## config.mk

```make
export PLATFORM = sky130hd
export DESIGN_NAME = smt_cell
export DESIGN_NICKNAME = d
export VERILOG_FILES = /design/src/smt_pkg.sv /design/src/smt_cell.sv
export SDC_FILE = /design/constraint.sdc
export NUM_CORES = 1
export LEC_CHECK = 0
export BUFFER_PORTS_ARGS = -buffer_cell sky130_fd_sc_hd__buf_2
export CORE_ASPECT_RATIO = 1.1
export CORE_MARGIN = 3
export CORE_UTILIZATION = 50
export CTS_CLUSTER_SIZE = 12
export DETAILED_ROUTE_END_ITERATION = 8
export GPL_ROUTABILITY_DRIVEN = 0
export PLACE_DENSITY = 0.93
export SETUP_SLACK_MARGIN = 0.15
export SYNTH_ARGS = -nofsm -noshare
export SYNTH_HDL_FRONTEND = slang
export SYNTH_SLANG_ARGS = --single-unit
```

## constraint.sdc

```tcl
create_clock -name clk -period 12.8 [get_ports clk]
set_clock_uncertainty 0.1 [all_clocks]
set_input_delay 2.56 -clock clk [delete_from_list [all_inputs] [get_ports clk]]
set_output_delay 2.56 -clock clk [all_outputs]
set_load 0.05 [all_outputs]
```

## src/smt_pkg.sv

```systemverilog
// ----------------------------------------------------------------------------
// smt_pkg: shared types for the sorted multiset table
// Operation and status codes, and the control word broadcast to every cell.
// ----------------------------------------------------------------------------
package smt_pkg;

	typedef enum logic [1:0] {
		OP_INSERT = 2'd0,
		OP_REMOVE = 2'd1,
		OP_FIND   = 2'd2,
		OP_CLEAR  = 2'd3
	} op_t;

	typedef enum logic [1:0] {
		ST_DONE    = 2'd0,
		ST_MISSING = 2'd1,
		ST_FULL    = 2'd2
	} status_t;

	localparam int unsigned KIND_BITS   = 2;
	localparam int unsigned STATUS_BITS = 2;
	localparam int unsigned IN_VAL_BITS = 32;

	// broadcast to all cells for the word being applied
	typedef struct packed {
		logic apply;  // a word is accepted this cycle
		op_t  kind;
		logic found;  // some cell holds the operand
		logic full;   // every cell holds a value
	} cell_ctl_t;

	// status flags a cell reports to its neighbors and the top level
	typedef struct packed {
		logic valid;  // cell holds a value
		logic lt;     // held value is below the operand
		logic hit;    // held value equals the operand
	} cell_stat_t;

endpackage

```

## src/smt_cell.sv

```systemverilog
// ----------------------------------------------------------------------------
// smt_cell: one slot of the sorted table
// Holds one value; shifts right on insert, left on remove, from its neighbors.
// ----------------------------------------------------------------------------
module smt_cell
	import smt_pkg::*;
#(
	parameter int unsigned VALUE_BITS = 32
) (
	input  logic                  clk,
	input  logic                  arst_n,
	input  cell_ctl_t             ctl,
	input  logic [VALUE_BITS-1:0] opnd,
	input  logic [VALUE_BITS-1:0] prev_val,
	input  logic                  prev_valid,
	input  logic                  prev_lt,     // left neighbor below operand, or left end
	input  logic [VALUE_BITS-1:0] next_val,
	input  logic                  next_valid,
	output logic [VALUE_BITS-1:0] val,
	output cell_stat_t            stat
);

	logic [VALUE_BITS-1:0] val_q;
	logic                  valid_q;
	logic                  lt;
	logic                  shift_r;
	logic                  shift_l;

	assign lt = valid_q && ($signed(val_q) < $signed(opnd));

	assign stat.valid = valid_q;
	assign stat.lt    = lt;
	assign stat.hit   = valid_q && (val_q == opnd);
	assign val        = val_q;

	// cells at and after the lower bound move
	assign shift_r = ctl.apply && (ctl.kind == OP_INSERT) && !ctl.full && !lt;
	assign shift_l = ctl.apply && (ctl.kind == OP_REMOVE) && ctl.found && !lt;

	always_ff @(posedge clk or negedge arst_n) begin
		if (!arst_n) begin
			valid_q <= 1'b0;
		end else if (ctl.apply && (ctl.kind == OP_CLEAR)) begin
			valid_q <= 1'b0;
		end else if (shift_r) begin
			valid_q <= prev_valid;
		end else if (shift_l) begin
			valid_q <= next_valid;
		end
	end

	always_ff @(posedge clk) begin
		if (shift_r) begin
			val_q <= prev_lt ? opnd : prev_val;
		end else if (shift_l) begin
			val_q <= next_val;
		end
	end

endmodule

```

* After elaboration in Yosys (flattened, before gate mapping) *
Cells that the tools add are included.

word-level totals
  output and inout bits = 35
  register bits = 33
  logic and storage cells = 26
  input port bits = 106

operators by class
  reductions and logical operators = 14
  muxes and demuxes = 6
  $lt $le $gt $ge = 1
  eq/ne operators = 3

operator list
  cell                                                                    number
  32-bit 2-to-1 mux                                                       3
  32-bit equality test                                                    1
  32-bit < comparator                                                     1
  1-bit logical AND                                                       9
  1-bit 2-to-1 mux                                                        3
  3-bit nonzero test                                                      1
  2-bit by 1-bit equality test with 1-bit output (second input constant)  1
  2-bit equality test (second input constant)                             1
  1-bit logical NOT                                                       2
  2-bit logical NOT                                                       1
  2-bit nonzero test                                                      1

* Logic depth before layout (Yosys ltp) *
  depth in word-level cells = 7
  mapped depth = 10
  depth with buffers taken out = 9

* Worst setup path after synthesis *
Ideal clock, no wire load.

  kind = input port to output port
  from = input opnd[14]
  to = output stat[1] (netlist bit)
  path slack = 5927 ps
  stages = 9
  arrival = 4213 ps
  data required time = 10140 ps
  path buffers = 1
  path through = inv_1 ha_1 nand4_2 nor4_1 a21boi_1 o41ai_1 or3b_1 nand2_1 buf_4

on the way
  word-level cells in the longest chain between the ends = 2

RTL lines
  what                 RTL line        text
  start: declaration   smt_cell.sv:13  input logic [VALUE_BITS-1:0] opnd,
  32-bit < comparator  smt_cell.sv:29  assign lt = valid_q && ($signed(val_q) < $signed(opnd));
  1-bit logical AND    smt_cell.sv:29
  end: declaration     smt_cell.sv:20  output cell_stat_t stat

No other way between the ends.

==> results_dict.tcl <==
set metrics [dict create \
    rr_startpoint "val[31]" \
    switching_share_pct 28.9 \
    async_reset_ff_share_pct 3.03 \
    fp-row-count 27 \
    muxShareOfSynthArea_pct 29.8 \
    synthXorXnorAreaFrac_pct 0 \
    cts_resized 0 \
    drive_above_1_share_pct 57.4 \
    syn_avg_cell_area_um2 12.0 \
    initial_core_util_pct 53.8 \
    peakVddDrop_v 0.0000564 \
    critPathCapture "stat[1]" \
    cp-end-kind "output port" \
    ys.flop_type "edfxtp_1" \
    synth_seq_cells 33 \
    cpMostUsedCell "buf_2" \
    max_freq_mhz 138 \
    synth_warnings 0 \
    finalCriticalPeriod_ps 7270 \
    cpPeakStageDelay_ps 450 \
    clkPwrFrac_pct 26.1 \
    synth_top_family_by_area "multiplexers" \
    tightest_slew_ps 767 \
    htreeDepth 2 \
    cts_tree "yes" \
    synth-seq-area-share_pct 35.3 \
    arrival_ps 4610 \
    dp_hpwl_um 5700 \
    reg2reg_depth 7 \
    slew_headroom_pct 48.9 \
    hp-class "reg2reg" \
    vias 2344 \
    power.density_nw_per_um2 78.0 \
    seqPwrFrac_pct 44.7 \
    first_iter_violations 66 \
    worst-r2r-setup-slack_ps 9550 \
    firstDrtPassIters 4 \
    finalSetupViolCount 0 \
    numCtsBuffers 5 \
    synthCells 234 \
    p_sw_mw 0.0816 \
    power.leakage_nw 1.86 \
    rsz0062_at_grt "false" \
    critical_path_class "in2out" \
    yosysTopAreaCell "edfxtp_1" \
    clockBufferDepth 2 \
    hold_viol 0 \
    antenna_found_initial 0 \
    ant_nets 0 \
    root_buffer "clkbuf_8" \
    core_um2 5200 \
    drc 0 \
    grt_pass1_vias 2557 \
    top_layer_used "met4" \
    synth_top_cell_area_share_pct 34.4 \
    grt_max_degree 33 \
    yosys-top-cells-area "edfxtp_1 34%, mux2_4 16%, ha_1 14%" \
    crit_start "opnd[14]" \
    synth_fa_ha_area_share_pct 14.3 \
    setup-tns-final_ps 0 \
    clk-insertion-delay-late_ps 280 \
    grt_use_total_pct 21.9 \
    drv_slew 0 \
    post_synth_num_cell_types 35 \
    dieArea_um2 6530 \
    pwr-share-comb_pct 29.2 \
    wl_per_cell_um 15.8 \
    path_cells "buf_2 -> inv_1 -> ha_1 -> nand4_2 -> nor4_1 -> a21boi_1 -> o41ai_1 -> or3b_1 -> nand2_1 -> buf_2" \
    drv_cap 0 \
    rr_endpoint "val[15]" \
    synth_fp_nets 372 \
    die_y_um 84.4 \
    clk_pin_slew_ps 70 \
    cp-start-kind "input port" \
    grt_pass1_wl_um 11500 \
    dr_wl_met3_um 489 \
    io_buffers 140 \
    postCtsSetupRepairBufs 0 \
    synth_compound_area_share_pct 6.98 \
    vias_per_cell 5.27 \
    ioPinCount 141 \
    period_share_pct 56.8 \
    slowest_stage "or3b_1" \
    diodes 0 \
    worstHoldStart "valid_q" \
    synth_edf_count 32 \
    required_ps 10140 \
    synthesis.area_um2 2800 \
    syn2layout_area_growth_pct 29.2 \
    hold_path_depth 3 \
    hold_ws_ps 633 \
    path_max_fanout 3 \
    status "finished clean" \
    fillers 415 \
    wl_um 7020 \
    intPower_mw 0.200 \
    nNetsFinal 511 \
    wl_met2_um 3790 \
    synthSimpleGateAreaFrac_pct 7.07 \
    cts_hold_buf 0 \
    wl_met1_um 2660 \
    grt_overflow 0 \
    die_w_um 77.3 \
    cts.sinks 33 \
]
==> cells in the mapped netlist (2+ instances only) <==
master	number
a21o_1	2
a21oi_1	15
and4_1	2
buf_4	2
buf_6	3
clkbuf_1	4
edfxtp_1	32
ha_1	32
inv_1	32
mux2_2	34
mux2_4	30
nand2_1	11
nand4_1	5
nor2_1	2
nor2b_1	2
nor3_1	2
nor4_1	2
o21ai_0	5
==> power by group through the flow <==
stage	sequential, mW	clock, mW	combinational, mW
6_report	0.126	0.0736	0.0824
5_1_grt	0.126	0.0799	0.0907
4_1_cts	0.126	0.0748	0.0832
3_5_place_dp	0.128	0	0.0826
3_3_place_gp	0.128	0	0.0786
2_1_floorplan	0.139	0	0.0436
==> cell families (layout without fill, tap and decap cells) <==
| family | count (synthesis) | in the layout |
|---|---|---|
| AOI/OAI and AO/OA | 31 | 31 |
| buffers and inverters | 41 | 180 |
| muxes | 64 | 64 |
| DFF | 33 | 33 |
| and+or+nand+nor | 33 | 33 |
| adders and majority gates | 32 | 32 |
==> metrics by stage <==
step	utilization, %	setup WS (ps)	power, mW	area (um2)	std cells
after floorplan	-	5930	0.183	2800	234
after global placement	68.0	5590	0.207	3540	438
after detailed placement	68.0	5540	0.211	3540	438
after CTS	69.4	5530	0.284	3610	445
after global routing	69.4	5420	0.297	3610	445
final	69.4	5530	0.282	3610	445
==> metal layers <==
metal,vias to the layer above,GRT usage (%)
met2,94,42.7
li1,1138,-
met1,1102,23.3
met5,-,0
met3,10,5.47
met4,0,5.34
==> final cells by class <==
class | instances | area (um2) | share of cell area (%)
Sequential cell | 33 | 986 | 27.3
Clock inverter | 1 | 3.75 | 0.104
Tap cell | 72 | 90.1 | 2.49
Clock buffer | 6 | 72.6 | 2.01
Multi-Input combinational cell | 160 | 1630 | 45.2
Inverter | 32 | 120 | 3.33
Timing Repair Buffer | 141 | 708 | 19.6
==> cell usage in the layout (no fill, tap or decap), types with 2 or more instances in the layout <==
master	n
a21o_1	2
clkbuf_8	5
buf_2	140
and4_1	2
nor4_1	2
ha_1	32
o21ai_0	5
inv_1	32
a21oi_1	15
nand2_1	11
nand4_1	5
mux2_2	34
nor3_1	2
nor2b_1	2
edfxtp_1	32
mux2_4	30
nor2_1	2
==> critical path, delay by kind of cell <==
family	cells	cell delay [ps]
AO/OA/AOI/OAI	2	520
AND/OR/NAND/NOR	4	790
adder cells (fa/ha/maj)	1	320
buffers and inverters	3	420
==> registers in the layout, summed over array words and instances (netlist names) <==
register / flops
valid_q: 1
val: 32
==> how the worst min path moves through the flow <==
stage / end
2_1_floorplan: valid_q
4_1_cts: valid_q
6_report: valid_q
3_5_place_dp: valid_q
5_1_grt: valid_q
3_3_place_gp: valid_q
No activity file was read; power rests on OpenSTA's default activity.
